File: src/sv/tmrc_pkg.sv
// Types, constants and helper functions of the radix converter.
package tmrc_pkg;

  localparam int VALUE_BITS  = 32;
  localparam int OUT_BITS    = 32;
  localparam int DIGIT_W     = 6;
  localparam int RADIX_MIN   = 2;
  localparam int RADIX_MAX   = 36;
  localparam int RADIX_COUNT = RADIX_MAX - RADIX_MIN + 1;

  localparam logic [7:0] CH_0     = 8'h30;
  localparam logic [7:0] CH_9     = 8'h39;
  localparam logic [7:0] CH_UA    = 8'h41;
  localparam logic [7:0] CH_UZ    = 8'h5a;
  localparam logic [7:0] CH_LA    = 8'h61;
  localparam logic [7:0] CH_LZ    = 8'h7a;
  localparam logic [7:0] CH_MINUS = 8'h2d;
  localparam logic [7:0] LETTER_BASE = 8'd10;

  typedef logic [VALUE_BITS-1:0] acc_t;
  typedef logic [DIGIT_W-1:0]    digit_t;

  typedef struct packed {
    logic upd;
    logic clr;
  } cell_ctl_t;

  typedef struct packed {
    logic   emit;
    digit_t radix;
    logic   neg;
  } emit_t;

  typedef struct packed {
    logic   valid;
    digit_t digit;
  } digit_info_t;

  // Classify one byte: letters are worth 10..35, digits 0..9.
  function automatic digit_info_t digit_of(logic [7:0] b);
    digit_info_t r;
    r.valid = 1'b1;
    if (b >= CH_0 && b <= CH_9) begin
      r.digit = DIGIT_W'(b - CH_0);
    end else if (b >= CH_LA && b <= CH_LZ) begin
      r.digit = DIGIT_W'(b - CH_LA + LETTER_BASE);
    end else if (b >= CH_UA && b <= CH_UZ) begin
      r.digit = DIGIT_W'(b - CH_UA + LETTER_BASE);
    end else begin
      r.valid = 1'b0;
      r.digit = '0;
    end
    return r;
  endfunction

endpackage

File: src/sv/tmrc_scan.sv
// Tokenizer: run boundaries, sign, largest digit and cell control.
module tmrc_scan (
  input  logic                clk,
  input  logic                rst_n,
  input  logic                accept,
  input  logic [7:0]          text_byte,
  input  logic                end_of_text,
  output tmrc_pkg::cell_ctl_t ctl,
  output tmrc_pkg::digit_t    digit,
  output tmrc_pkg::emit_t     emit_info
);

  logic                  inside_r, inside_nxt;
  logic                  prev_minus_r, prev_minus_nxt;
  logic                  run_neg_r, run_neg_nxt;
  tmrc_pkg::digit_t      largest_r, largest_nxt;
  tmrc_pkg::digit_info_t info;
  tmrc_pkg::digit_t      largest_base;
  tmrc_pkg::digit_t      largest_eff;
  logic                  neg_eff;

  assign info  = tmrc_pkg::digit_of(text_byte);
  assign digit = info.digit;

  assign ctl.upd = accept && info.valid;
  assign ctl.clr = !inside_r;

  always_comb begin
    largest_base = inside_r ? largest_r : '0;
    if (info.valid) begin
      largest_eff = (info.digit > largest_base) ? info.digit : largest_base;
      neg_eff     = inside_r ? run_neg_r : prev_minus_r;
    end else begin
      largest_eff = largest_r;
      neg_eff     = run_neg_r;
    end

    // A run closes on a separator, or on a digit that ends the text.
    emit_info.emit  = accept && ((!info.valid && inside_r) || (info.valid && end_of_text));
    emit_info.radix = (largest_eff == '0) ? tmrc_pkg::DIGIT_W'(tmrc_pkg::RADIX_MIN)
                                          : largest_eff + tmrc_pkg::DIGIT_W'(1);
    emit_info.neg   = neg_eff;

    inside_nxt     = inside_r;
    prev_minus_nxt = prev_minus_r;
    run_neg_nxt    = run_neg_r;
    largest_nxt    = largest_r;
    if (accept) begin
      inside_nxt     = info.valid && !end_of_text;
      prev_minus_nxt = (text_byte == tmrc_pkg::CH_MINUS) && !end_of_text;
      run_neg_nxt    = neg_eff;
      largest_nxt    = largest_eff;
    end
  end

  always_ff @(posedge clk) begin
    if (!rst_n) begin
      inside_r     <= 1'b0;
      prev_minus_r <= 1'b0;
      run_neg_r    <= 1'b0;
      largest_r    <= '0;
    end else begin
      inside_r     <= inside_nxt;
      prev_minus_r <= prev_minus_nxt;
      run_neg_r    <= run_neg_nxt;
      largest_r    <= largest_nxt;
    end
  end

endmodule

File: config.mk
export PLATFORM = sky130hd
export DESIGN_NAME = tmrc_scan
export DESIGN_NICKNAME = d
export VERILOG_FILES = /design/src/sv/tmrc_pkg.sv /design/src/sv/tmrc_scan.sv
export SDC_FILE = /design/constraint.sdc
export NUM_CORES = 1
export LEC_CHECK = 0
export BUFFER_PORTS_ARGS = -buffer_cell sky130_fd_sc_hd__buf_2
export CORE_ASPECT_RATIO = 0.6
export CORE_MARGIN = 4
export CORE_UTILIZATION = 50
export DETAILED_ROUTE_END_ITERATION = 16
export PLACE_DENSITY_LB_ADDON = 0.05
export SYNTH_ARGS = -nofsm -noshare
export SYNTH_HDL_FRONTEND = slang
export SYNTH_SLANG_ARGS = --single-unit
File: constraint.sdc
create_clock -name clk -period 5.6 [get_ports clk]
set_clock_uncertainty 0.1 [all_clocks]
set_input_delay 0.84 -clock clk [delete_from_list [all_inputs] [get_ports clk]]
set_output_delay 0.84 -clock clk [all_outputs]
set_load 0.1 [all_outputs]
* Word level (Yosys, flattened, before mapping)
Index checks and enable logic that the tools add are counted.
** Cells by class
- Muxes and demuxes :: 12
- $lt $le $gt $ge :: 7
- Reductions and logical operators :: 14
- Add/sub/neg operators :: 6
- Equality and inequality tests :: 1
** Operators with widths (count)
- $mux 6 :: 7
- $ge 8x7->1 const B :: 2
- $le 8x7->1 const B :: 2
- $add 6x4->6 const B :: 2
- $sub 6x6->6 const B :: 2
- $logic_and 1x1->1 :: 9
- $eq 8x6->1 const B :: 1
- $ge 8x6->1 const B :: 1
- $le 8x6->1 const B :: 1
- $add 6x1->6 const B :: 1
- $gt 6x6->1 :: 1
- $logic_not 6->1 :: 1
- $sub 6x1->6 const B :: 1
- $mux 1 :: 5
- $logic_not 1->1 :: 3
- $logic_or 1x1->1 :: 1
** Storage, ports and cells
- Flip-flop bits (word level) :: 9
- Logic and storage cells :: 44
- Input bits :: 12
- Output and inout bits :: 16

* Longest topological paths before layout
- Word-level depth :: 10
- Depth in mapped cells :: 17
- Gate-level depth less buffers :: 17

* Worst setup path before layout
Ideal clock, no wire load.
- Kind :: input-to-output
- Start :: input text_byte[0]
- End :: output emit_info[6] (netlist name)
- Setup slack :: -1.915 ns
- Data required time :: 4.660 ns
- Data arrival time :: 6.575 ns
- Cell stages on the path :: 16
- Buffers on the path :: 0
- Cell sequence :: inv_1 ha_1 nor4b_4 a211oi_1 o21a_1 nor3_2 nor2_1 ha_1 and4_1 and3_1 a31oi_4 mux2i_1 mux2_4 a21bo_4 nor4_4 xor2_1
** RTL lines
- from (decl) :: line tmrc_scan.sv:6 : input logic [7:0] text_byte,
- to (decl) :: line tmrc_scan.sv:10 : output tmrc_pkg::emit_t emit_info

==> impl_metrics.yaml <==
detailed_routing:
  ant_nets: 0
  wl_mm: 5.96
  drc: 0
  drt_iter0_markers: 139
  avgRoutedWirePerCell_um: 24.5
  drt-pass1-iter-count: 5
  via_per_inst: 6.72
  num_vias: 1633
cts:
  cts_max_path_buffers: 2
  clock_latency_ps: 240
  postCtsHoldBufs: 0
  cts-root-buf: "clkbuf_8"
  cts_tree: "done"
  h-tree-depth: 1
  cts.reportedPaths.clkPinSlew_ps: 50
  cts_made_buffers: 3
  cts.sinks: 9
yosys:
  syn_inst: 160
  synth.area.top_cells: "dfxtp_1 (14%), ha_1 (14%), mux2i_1 (7.1%)"
  avgSynthCellArea_um2: 7.91
  synth-main-ff-cell: "dfxtp_1"
  synth_edf_count: 0
  synth-warning-count: 0
  synth_seq_cells: 9
  yosysUniqueCellTypes: 53
  synth_top_area_share_pct: 14.2
  yosys.area.top_type: "dfxtp_1"
  ys_seq_area_share_pct: 14.2
  synth_most_common_cell: "nand2_1"
  synth_common_cells: "nand2_1 (20), nor2_1 (17), ha_1 (14)"
  synth_nets: 186
  synthArstFlopShare_pct: 0
  synth_area_um2: 1270
floorplan:
  pin_count: 28
  placement_rows: 13
  die_h_um: 47.0
  die_width_um: 73.0
  start_util_pct: 55.6
  die_area_um2: 3430
  core_um2: 2280
critical_path:
  end_kind: "output pin"
  critPathLaunchType: "input pin"
  reg2reg_slack_ps: 2450
  worst_r2r_endpoint: "largest_r[1]$_SDFFE_PN0P_"
  critPathKind: "input pin to output pin"
  required_ps: 4660
  critPathCapture: "emit_info[2]"
  arrival_ps: 4760
  path_max_fanout: 6
  r2r-start: "inside_r$_SDFFE_PN0P_"
  cp-startpoint: "text_byte[5]"
  rr_worst_depth: 16
finish:
  n_antenna_cell: 0
  final_nets: 240
  synthToLayoutAreaGrowth_pct: 68.2
  nFillCells: 72
  fin_area_um2: 2130
  drive_gt1_share_pct: 51.2
sta:
  relSlewSlack_pct: 62.8
  rsz0062_at_grt: "true"
  period_needed_ps: 5700
  clock.fmax_mhz: 175
  post-route-period-util_pct: 102
  worst_pin_slew_ps: 548
  setup_ws_ps: -99.4
  hold_violations: 0
  setup_viol: 5
  slew_violations: 0
grt:
  grt_max_degree: 13
  grt_pass1_vias: 1400
  grt_overflow: 0
  antenna_found_initial: 0
  grt_pass1_wl_mm: 7.02
  grt_usage_pct: 27.5
power:
  power.density_nw_per_um2: 211
  finalPower_mw: 0.450
  leakagePower_nw: 0.904
  peakVddDrop_v: 0.000169
place:
  io_buffers: 27
  place_ws_ps: -50.9
  hpwlAfterDp_mm: 3.17
  place.gp.congestion: 0.989
  placed_area_um2: 1790
run_status:
  status: "complete, but fails checks"
  failed_checks: "negative setup slack"
run:
  drv_cap: 0
min_path:
  min-delay-start: "largest_r[2]$_SDFFE_PN0P_"
  hp-class: "flop to flop"
## sequential cells by signal (all words and copies together) (netlist names)
signal	cells
prev_minus_r	1
largest_r	6
run_neg_r	1
inside_r	1
## stage by stage
step	hold WS (ps)	util, %	TNS (ps)	instances
final	419	93.5	-240	243
after floorplan	356	-	-33.0	160
after CTS	386	84.3	0	234
after detailed placement	379	78.6	-50.9	220
after global routing	443	93.5	-432	243
after global placement	367	78.6	0	220
## layout make-up
cell class	count	area (um^2)	share of cell area [%]
tap	30	37.5	1.76
sequential	9	180	8.46
inverter	11	56.3	2.64
multi-input combinational	136	1330	62.6
timing repair buffer	53	475	22.3
clock buffer	3	41.3	1.94
clock inverter	1	5.00	0.235
## logic make-up (layout without fill, tap and decap cells)
| logic type | Yosys count | after routing | share of synthesized area [%] |
|---|---|---|---|
| compound gates | 39 | 39 | 24.2 |
| xor+xnor | 5 | 5 | 3.46 |
| fa+ha+maj | 14 | 14 | 13.8 |
| buf+inv | 15 | 68 | 5.14 |
| flops | 9 | 9 | 14.2 |
| mux | 11 | 11 | 9.19 |
| simple gates | 67 | 67 | 29.9 |
## critical path, stage by stage
cell	delay, ps
buf_2	200
ha_4	190
or3b_4	420
a21oi_4	240
buf_4	210
nor3_4	50
buf_12	150
nor2_4	110
ha_4	230
and4_4	200
and3_4	160
a31oi_4	220
buf_4	170
mux2i_1	110
mux2i_2	490
nand3_1	250
nor2_1	160
o21a_2	170
buf_12	170
## how the worst min path moves through the flow
stage / endpoint / slack [ps] / cells past startpoint
finish: largest_r[2]$_SDFFE_PN0P_ / 420 / 2
global route: largest_r[3]$_SDFFE_PN0P_ / 440 / 2
CTS: largest_r[3]$_SDFFE_PN0P_ / 390 / 2
detailed placement: largest_r[3]$_SDFFE_PN0P_ / 380 / 2
global placement: largest_r[1]$_SDFFE_PN0P_ / 370 / 2
floorplan: largest_r[3]$_SDFFE_PN0P_ / 360 / 2
## power breakdown
part,total (mW),internal (mW),switching (mW)
Clock,0.0801,0.0490,0.0311
Sequential,0.0685,0.0661,0.00232
Combinational,0.301,0.117,0.185
## cells in the final DEF (no fill, tap or decap), types with 2 or more instances in the layout
cell      Yosys  layout
nor2_1       17      10
xnor2_1       3       2
nor3_2        2       2
ha_4          0       7
a21oi_1       7       7
inv_1        10       7
buf_2         1      19
nand2b_1      2       2
mux2i_2       0       4
dfxtp_1       9       9
o21ai_0       5       4
clkbuf_8      0       3
nor3_4        0       2
ha_1         14       7
buf_4         2      24
xor2_4        0       2
or2_2         3       3
nand3_1       3       3
nand2_1      20      20
o21a_1        3       2
mux2i_1       9       5
nor2_4        0       7
nor2b_1       5       4
a21boi_0      3       3
buf_12        0      10
a32oi_1       2       2
## routing by layer
metal / GRT usage, % / part of all wire [%] / vias to the layer above
met4: 6.25 / 5.0 / 0
met1: 37.2 / 38 / 764
met5: 0 / 0 / -
met3: 8.76 / 14 / 40
li1: - / - / 676
met2: 43.7 / 44 / 153
## timing repair
action,4_1_cts,5_1_grt
gates resized for setup,2,27
gates cloned,0,0
setup endpoints to repair,1,5
pin swaps,0,11
buffers inserted,10,9
Power figures use the tool's default switching activity.
