$ cat src/sv/tmrc_pkg.sv
// Types, constants and helper functions of the radix converter.
package tmrc_pkg;

  localparam int VALUE_BITS  = 32;
  localparam int OUT_BITS    = 32;
  localparam int DIGIT_W     = 6;
  localparam int RADIX_MIN   = 2;
  localparam int RADIX_MAX   = 36;
  localparam int RADIX_COUNT = RADIX_MAX - RADIX_MIN + 1;

  localparam logic [7:0] CH_0     = 8'h30;
  localparam logic [7:0] CH_9     = 8'h39;
  localparam logic [7:0] CH_UA    = 8'h41;
  localparam logic [7:0] CH_UZ    = 8'h5a;
  localparam logic [7:0] CH_LA    = 8'h61;
  localparam logic [7:0] CH_LZ    = 8'h7a;
  localparam logic [7:0] CH_MINUS = 8'h2d;
  localparam logic [7:0] LETTER_BASE = 8'd10;

  typedef logic [VALUE_BITS-1:0] acc_t;
  typedef logic [DIGIT_W-1:0]    digit_t;

  typedef struct packed {
    logic upd;
    logic clr;
  } cell_ctl_t;

  typedef struct packed {
    logic   emit;
    digit_t radix;
    logic   neg;
  } emit_t;

  typedef struct packed {
    logic   valid;
    digit_t digit;
  } digit_info_t;

  // Classify one byte: letters are worth 10..35, digits 0..9.
  function automatic digit_info_t digit_of(logic [7:0] b);
    digit_info_t r;
    r.valid = 1'b1;
    if (b >= CH_0 && b <= CH_9) begin
      r.digit = DIGIT_W'(b - CH_0);
    end else if (b >= CH_LA && b <= CH_LZ) begin
      r.digit = DIGIT_W'(b - CH_LA + LETTER_BASE);
    end else if (b >= CH_UA && b <= CH_UZ) begin
      r.digit = DIGIT_W'(b - CH_UA + LETTER_BASE);
    end else begin
      r.valid = 1'b0;
      r.digit = '0;
    end
    return r;
  endfunction

endpackage

$ cat src/sv/tmrc_cell.sv
// One accumulator cell: run value in one radix, plus its slot of the readout chain.
module tmrc_cell (
  input  logic                clk,
  input  tmrc_pkg::cell_ctl_t ctl,
  input  tmrc_pkg::digit_t    digit,
  input  tmrc_pkg::digit_t    radix_in,
  input  tmrc_pkg::digit_t    sel_radix,
  input  tmrc_pkg::acc_t      sel_in,
  output tmrc_pkg::digit_t    radix_out,
  output tmrc_pkg::acc_t      sel_out
);

  tmrc_pkg::acc_t acc_r;
  tmrc_pkg::acc_t acc_nxt;
  tmrc_pkg::acc_t acc_base;

  // Start of a run drops the old value before the multiply-add.
  assign acc_base = ctl.clr ? '0 : acc_r;
  assign acc_nxt  = acc_base * tmrc_pkg::acc_t'(radix_in) + tmrc_pkg::acc_t'(digit);

  always_ff @(posedge clk) begin
    if (ctl.upd) begin
      acc_r <= acc_nxt;
    end
  end

  // The next cell works in the next radix.
  assign radix_out = radix_in + tmrc_pkg::DIGIT_W'(1);
  assign sel_out   = (radix_in == sel_radix) ? acc_r : sel_in;

endmodule

$ cat config.mk
export PLATFORM = sky130hd
export DESIGN_NAME = tmrc_cell
export DESIGN_NICKNAME = d
export VERILOG_FILES = /design/src/sv/tmrc_pkg.sv /design/src/sv/tmrc_cell.sv
export SDC_FILE = /design/constraint.sdc
export NUM_CORES = 1
export LEC_CHECK = 0
export BUFFER_PORTS_ARGS = -buffer_cell sky130_fd_sc_hd__buf_2
export CORE_ASPECT_RATIO = 0.75
export CORE_MARGIN = 2
export CORE_UTILIZATION = 61
export DETAILED_ROUTE_END_ITERATION = 12
export HOLD_SLACK_MARGIN = 0.1
export PLACE_DENSITY = 0.83
export SYNTH_ARGS = -nofsm -noshare
export SYNTH_HDL_FRONTEND = slang
export SYNTH_SLANG_ARGS = --single-unit
export TNS_END_PERCENT = 100
$ cat constraint.sdc
create_clock -name clk -period 8.5 [get_ports clk]
set_clock_uncertainty 0.1 [all_clocks]
set_input_delay 2.55 -clock clk [delete_from_list [all_inputs] [get_ports clk]]
set_output_delay 2.55 -clock clk [all_outputs]
set_load 0.1 [all_outputs]
Word level (Yosys, flattened, before mapping)
Index checks and enable logic that the tools add are counted.
W data, S select, Z words.

storage, ports and cells
  register bits after elaboration = 32
  bits of input ports = 53
  output and inout bits = 38
  logic and storage cells = 7

cells by class
  $add $sub $neg = 2
  multipliers = 1
  equality and inequality tests = 1
  multiplexer cells = 2

operators by type and width
  operator               count
  $mux W32               2
  $add A32 B6 Y32        1
  $mul A32 B6 Y32        1
  $add A6 B1 Y6 const B  1
  $eq A6 B6 Y1           1

Longest topological paths before layout
Gate-level depths: netlist (run 1).

  depth in word-level cells = 3
  depth in mapped cells = 19
  gate-level depth less buffers = 18

Least setup slack after synthesis (run 1)
Ideal clock, no wire load.

  path type = input -> register
  start point = input port radix_in[0]
  end point = register acc_r[30], data pin
  library setup time = 0.263 ns
  arrival time = 7.374 ns
  data required time = 8.137 ns
  path slack = 0.764 ns
  cell stages on the path = 19
  path buffers = 1
  path through = inv_1 nor2_1 clkbuf_1 and2_1 fa_1 inv_1 fa_1 inv_1 fa_1 fa_1 ha_1 nand3_1 nor3_1 a41oi_1 a211oi_1 nor2_1 nor4b_1 o41ai_2 xnor2_1

between the ends
  longest elaborated chain between the ends = 2

ends and longest elaborated chain
  what                    line             source
  start: declaration      tmrc_cell.sv:6   input tmrc_pkg::digit_t radix_in,
  $mul A32 B6 Y32         tmrc_cell.sv:19  assign acc_nxt = acc_base * tmrc_pkg::acc_t'(radix_in) + tmrc_pkg::acc_t'(digit);
  $add A32 B6 Y32         tmrc_cell.sv:19
  named net acc_nxt[30]   tmrc_cell.sv:14  tmrc_pkg::acc_t acc_nxt;
  end signal: assignment  tmrc_cell.sv:23  acc_r <= acc_nxt;
  end: declaration        tmrc_cell.sv:13  tmrc_pkg::acc_t acc_r;

The timed path passes the listed nets, and every way through them passes these cells.
A chain may end at the register's enable or synchronous reset.

Worst setup path after layout (run 1)
  start point = input port radix_in[3]
  end point = register acc_r[29], data pin

The elaborated chain is that of the path after synthesis.

==> results of run 1 <==
worst min path at each step:
stage,start,end,cells past startpoint
floorplan,acc_r[0]$_DFFE_PP_,acc_r[0]$_DFFE_PP_,2
global placement,acc_r[0]$_DFFE_PP_,acc_r[0]$_DFFE_PP_,2
detailed placement,acc_r[0]$_DFFE_PP_,acc_r[0]$_DFFE_PP_,2
CTS,acc_r[0]$_DFFE_PP_,acc_r[0]$_DFFE_PP_,2
global route,acc_r[0]$_DFFE_PP_,acc_r[0]$_DFFE_PP_,2
finish,acc_r[0]$_DFFE_PP_,acc_r[0]$_DFFE_PP_,2
logic make-up (layout without fill, tap and decap cells):
kind of cell,count (synthesis),count (layout),share of synthesized area [%]
buf+inv,58,139,3.25
simple gates,248,248,20.1
fa+ha+maj,177,177,43.9
xor+xnor,46,46,5.79
compound gates,82,82,8.01
mux,32,32,5.17
flops,32,32,13.8
per-layer routing:
layer	global-route usage (%)	part of all wire [%]	vias up
li1	-	-	2421
met1	44.3	43	2737
met2	48.2	44	319
met3	10.7	12	28
met4	7.51	1.6	0
met5	0	0	-
layout make-up:
type,count,area (um2)
clock buffer,5,125
clock inverter,3,18.8
fill,847,3330
inverter,32,120
multi-input combinational,585,5780
sequential,32,961
tap,140,175
timing repair buffer,99,518
power by group:
group | internal [mW] | total [mW] | switching (mW)
Clock | 0.108 | 0.187 | 0.0792
Combinational | 0.914 | 2.21 | 1.30
Sequential | 0.349 | 0.527 | 0.178
cells in the mapped netlist (all sizes together):
| cell | n | area (um2) |
|---|---|---|
| a31oi | 1 | 6.26 |
| or4b | 1 | 10.0 |
| inv | 32 | 120 |
| nor4 | 1 | 6.26 |
| and2 | 153 | 957 |
| o21ai | 10 | 50.1 |
| nand2 | 39 | 146 |
| fa | 112 | 2240 |
| o41ai | 2 | 25.0 |
| xnor2 | 34 | 298 |
| o22ai | 2 | 12.5 |
| edfxtp | 32 | 961 |
| nor2b | 8 | 50.1 |
| nor3 | 6 | 30.0 |
| o211ai | 2 | 15.0 |
| o21a | 3 | 22.5 |
| a21bo | 1 | 10.0 |
| o211a | 1 | 10.0 |
| nor2 | 18 | 67.6 |
| a41oi | 1 | 8.76 |
| nand4 | 5 | 31.3 |
| o21bai | 7 | 52.6 |
| a31o | 1 | 8.76 |
| o2bb2ai | 1 | 8.76 |
| a21boi | 2 | 15.0 |
| a41o | 1 | 10.0 |
| and3 | 2 | 12.5 |
| a21oi | 25 | 125 |
| a211oi | 4 | 30.0 |
| a221oi | 2 | 23.8 |
| nand2b | 1 | 6.26 |
| ha | 65 | 813 |
| and4 | 1 | 8.76 |
| mux2 | 32 | 360 |
| nor3b | 1 | 7.51 |
| clkbuf | 22 | 82.6 |
| o2111ai | 2 | 17.5 |
| a21o | 14 | 106 |
| nor4b | 1 | 8.76 |
| xor2 | 12 | 105 |
| buf | 4 | 23.8 |
| or4 | 1 | 7.51 |
| nand3 | 10 | 50.1 |
worst max-delay path, cell delays in order:
cell       delay (ns)
buf_2            0.16
nor2b_1          0.15
buf_4            0.31
nand2_1          0.15
fa_1             0.54
fa_1             0.51
inv_1            0.05
fa_1             0.49
fa_1             0.42
ha_1             0.38
o21ai_0          0.14
nor3_1           0.12
nor3b_1          0.63
o2111ai_1        0.26
a31o_2           0.28
a21oi_1          0.18
xnor2_1          0.14
==> flow_summary_export.csv, run 1 <==
group,metric,value,unit
timing,tightest_slew,0.844,ns
route,vias,5505,
global_routing,grt_use_total,31.7,%
final_layout,area_delta_synth_final,10.5,%
place,dpl.cell_count,888,
clock_network,clock_sinks,32,
power_and_ir_drop,total_power,2.92,mW
route,detail_route.wl_per_cell,20.4,um
clock_network,cts_root_buffer,"clkbuf_16",
final_layout,reg.largest.list,"acc_r: 32 flops",
floorplan,rows,33,
synthesis,synthCells,675,
critical_path,start_kind,"input pin",
clock_network,htree_levels,2,
route,drtIter0Drc,495,
place,place_area,7550,um2
route,vias_per_cell,6.14,
floorplan,die_area,12300,um2
synthesis,avgSynthCellArea,10.3,um2
timing,hold_viol_final,0,
critical_path,end_kind,"flip-flop",
critical_path,worstPathArrival,7.48,ns
critical_path,r2r_end,"acc_r[29]$_DFFE_PP_",
route,ant_nets,0,
critical_path,path_class,"in -> reg",
clock_network,clk_pin_slew,0.06,ns
hold_path,hold_class,"reg -> reg",
power_and_ir_drop,vdd_drop_max,0.242,mV
run,maxCapViolCount,0,
global_routing,grt_antenna_before_repair,0,
final_layout,largest_reg_flops,32,
route,drtPass1Iterations,5,
final_layout,diodes,0,
timing,period_needed,7.57,ns
global_routing,grt_max_degree,33,
timing,slew_headroom,43.7,%
critical_path,required,8.41,ns
route,drcViolationCount,0,
floorplan,die_x,127,um
power_and_ir_drop,p_per_area,380,nW/um2
clock_network,post_cts_resized,0,
critical_path,timing.rr.start,"acc_r[4]$_DFFE_PP_",
critical_path,critPathCapture,"acc_r[29]$_DFFE_PP_",
timing,min_period_over_period,89.1,%
place,dpl_worst_slack,0.775,ns
floorplan,initial_core_util,63.2,%
synthesis,ys_seq_elements,32,
floorplan,core_area,11000,um2
clock_network,clkLatencyLatePin,0.29,ns
place,place.detailed.hpwl,14.3,mm
critical_path,r2r_slack,3.15,ns
critical_path,r2r_cells,15,
synthesis,synthesis.nets,905,
clock_network,cts_hold_buf,0,
floorplan,die_h,96.5,um
timing,setup_viol,0,
critical_path,startpoint,"radix_in[3]",
power_and_ir_drop,p_leak,3.78,nW
place,gp_congestion,0.929,
timing,grt_setup_unrepaired,"no",
timing,setup_slack,0.931,ns
outcome,run_status,"completed",
global_routing,grt_overflow_total,0,
critical_path,critPathMaxFanout,27,
clock_network,post_cts_buffers,0,
synthesis,ys_types,49,
timing,max_freq,132,MHz
global_routing,grt_pass1_vias,5739,
final_layout,post-route-util,69.8,%
timing,whs,0.713,ns
synthesis,ys_warn_count,0,
synthesis,yosysSeqAreaShare,13.8,%
final_layout,drive_above_1_share,18.8,%
final_layout,layout_common_cells,"and2_1, fa_1, buf_2, ha_1, nand2_1",
synthesis,synthesis.area,6960,um2
clock_network,cts_made_buffers,5,
final_layout,design_area,7690,um2
clock_network,cts_tree,"built",
timing,tns,0,ns
clock_network,cts_buffer_depth,2,
final_layout,fin_nets,985,
place,place.port_buffers,90,
timing,drv_slew,0,
final_layout,regMostFlops,"acc_r",
floorplan,ioPinCount,91,
final_layout,final_common_cell,"and2_1",
global_routing,grt_first_pass_wirelength,29.6,mm
route,wl,18.3,mm
final_layout,stdcell_count,896,
Power figures use the tool's default switching activity.
==> run 2, diff against run 1 <==
==> constraint.sdc (replaced) <==
create_clock -name clk -period 7 [get_ports clk]
set_clock_uncertainty 0.1 [all_clocks]
set_input_delay 2.1 -clock clk [delete_from_list [all_inputs] [get_ports clk]]
set_output_delay 2.1 -clock clk [all_outputs]
set_load 0.1 [all_outputs]
==> flow_summary_export.csv, run 2 (synthesis results as in run 1) <==
group,metric,value,unit
outcome,run_status,"completed",
run,maxCapViolCount,0,
timing,grt_setup_unrepaired,"yes",
floorplan,rows,33,
floorplan,die_area,12300,um2
route,ant_nets,0,
place,dpl.cell_count,943,
clock_network,cts_buffer_depth,2,
final_layout,num-fill-cells,738,
clock_network,clkLatencyLatePin,0.29,ns
global_routing,grt_max_degree,33,
critical_path,critPathMaxFanout,24,
final_layout,largest_reg_flops,32,
global_routing,grt_antenna_before_repair,0,
power_and_ir_drop,vdd_drop_max,0.265,mV
place,place.detailed.hpwl,14.8,mm
final_layout,layout_common_cells,"and2_1, fa_1, buf_2, ha_1, buf_4",
route,drcViolationCount,0,
critical_path,timing.rr.start,"acc_r[5]$_DFFE_PP_",
timing,hold_viol_final,0,
timing,whs,0.748,ns
route,drtPass1Iterations,5,
final_layout,drive_above_1_share,25.3,%
route,drtIter0Drc,447,
hold_path,hold_path.startpoint,"acc_r[0]$_DFFE_PP_",
critical_path,crit_chain,"buf_2 > buf_4 > nor2b_1 > buf_4 > and2_1 > fa_1 > fa_1 > fa_1 > ha_1 > ha_1 > o21a_1 > o211ai_1 > or4_1 > o2111ai_1 > nand2_1 > o2111ai_1 > a21oi_1 > xnor2_1",
critical_path,worstPathArrival,6.79,ns
timing,min_period_over_period,98.1,%
critical_path,end_kind,"flip-flop",
power_and_ir_drop,p_per_area,473,nW/um2
critical_path,path_delay_family,"adder cells",
power_and_ir_drop,p_leak,4.08,nW
critical_path,cp_slowest_cell,"or4_1",
final_layout,regMostFlops,"acc_r",
route,wl,18.5,mm
floorplan,die_h,96.5,um
timing,period_needed,6.87,ns
critical_path,start_kind,"input pin",
power_and_ir_drop,total_power,3.88,mW
critical_path,path_class,"in -> reg",
clock_network,cts_tree,"built",
global_routing,grt_use_total,32.0,%
timing,setup_viol,0,
final_layout,stdcell_count,954,
final_layout,seq_area,961,um2
timing,drv_slew,0,
place,gp_congestion,0.939,
clock_network,cts_made_buffers,5,
timing,max_freq,146,MHz
clock_network,clock_sinks,32,
floorplan,core_area,11000,um2
critical_path,required,6.92,ns
timing,slew_headroom,45.1,%
place,place.port_buffers,90,
floorplan,initial_core_util,63.2,%
route,vias_per_cell,5.94,
final_layout,diodes,0,
critical_path,worst-path-buf-inv,3,
floorplan,ioPinCount,91,
clock_network,clk_pin_slew,0.06,ns
global_routing,grt_overflow_total,0,
clock_network,cts_hold_buf,0,
final_layout,fin_nets,1043,
critical_path,worst_path_most_repeated_cell,"fa_1",
floorplan,die_x,127,um
clock_network,htree_levels,2,
global_routing,grt_pass1_vias,5865,
hold_path,hold_class,"reg -> reg",
final_layout,multiInputGateArea,5800,um2
route,vias,5664,
timing,tightest_slew,0.823,ns
clock_network,cts_root_buffer,"clkbuf_16",
critical_path,cp_slowest_stage_delay,0.56,ns
final_layout,final_common_cell,"and2_1",
global_routing,grt_first_pass_wirelength,30.0,mm
final_layout,reg.largest.list,"acc_r: 32 flops",
route,detail_route.wl_per_cell,19.4,um
critical_path,startpoint,"ctl[0]",
final_layout,area_delta_synth_final,17.7,%
run 2: changes by cell type in the layout (fill, tap and decap cells not counted), sizes merged:
| cell | previous run | this run |
|---|---|---|
| inv | 32 | 31 |
| clkinvlp | 0 | 1 |
| buf | 99 | 157 |
run 2: repair_timing:
| item | CTS | global route |
|---|---|---|
| gates resized for setup | 0 | 4 |
| setup endpoints to repair | 0 | 8 |
| buffers inserted | 0 | 3 |
run 2: final cells by class:
| type | instances | area share, % |
|---|---|---|
| multi-input cells | 585 | 70.8 |
| repair buffers | 157 | 12.1 |
| flip-flops and latches | 32 | 11.7 |
| well taps | 140 | 2.14 |
| clock buffers | 5 | 1.53 |
| inverters | 32 | 1.51 |
| clock inverters | 3 | 0.229 |
run 2: metal layers:
layer  vias to the layer above  wire [um]  part of all wire (%)  track usage, %
met2                       262       8440                    46            49.7
met5                         -          0                     0               0
met4                         0        318                   1.7            8.88
met1                      2832       7900                    43            44.9
li1                       2538          -                     -               -
met3                        32       1800                   9.7            8.81
run 2: through the flow:
step	setup TNS, ns	worst slack (ns)	utilization (%)	instance area [um2]
final	0	0.133	74.4	8200
after global placement	-0.104	-0.0717	72.6	8000
after detailed placement	-0.521	-0.157	72.6	8000
after floorplan	0	0.00336	-	6980
after global routing	-0.0482	-0.0379	74.4	8200
after CTS	0	0.114	73.9	8140
run 2: tightest hold or removal path, delay by kind of cell (launching register included):
family | cells | cell delay [ns]
simple gates | 1 | 0.17
fa+ha+maj | 1 | 0.11
flops | 1 | 0.46
run 2: worst paths after layout:
kind,end,slack [ns],cells past startpoint
worst max-delay path,acc_r[31]$_DFFE_PP_,0.13,18
worst min-delay path,acc_r[0]$_DFFE_PP_,0.75,2
worst max register to register,acc_r[31]$_DFFE_PP_,1.82,18
worst min register to register,acc_r[0]$_DFFE_PP_,0.75,2
run 2: report_power, final:
group	total (mW)	internal (mW)	switching, mW
Sequential	0.617	0.424	0.193
Clock	0.229	0.131	0.0975
Combinational	3.03	1.38	1.66
Total	3.88	1.93	1.95
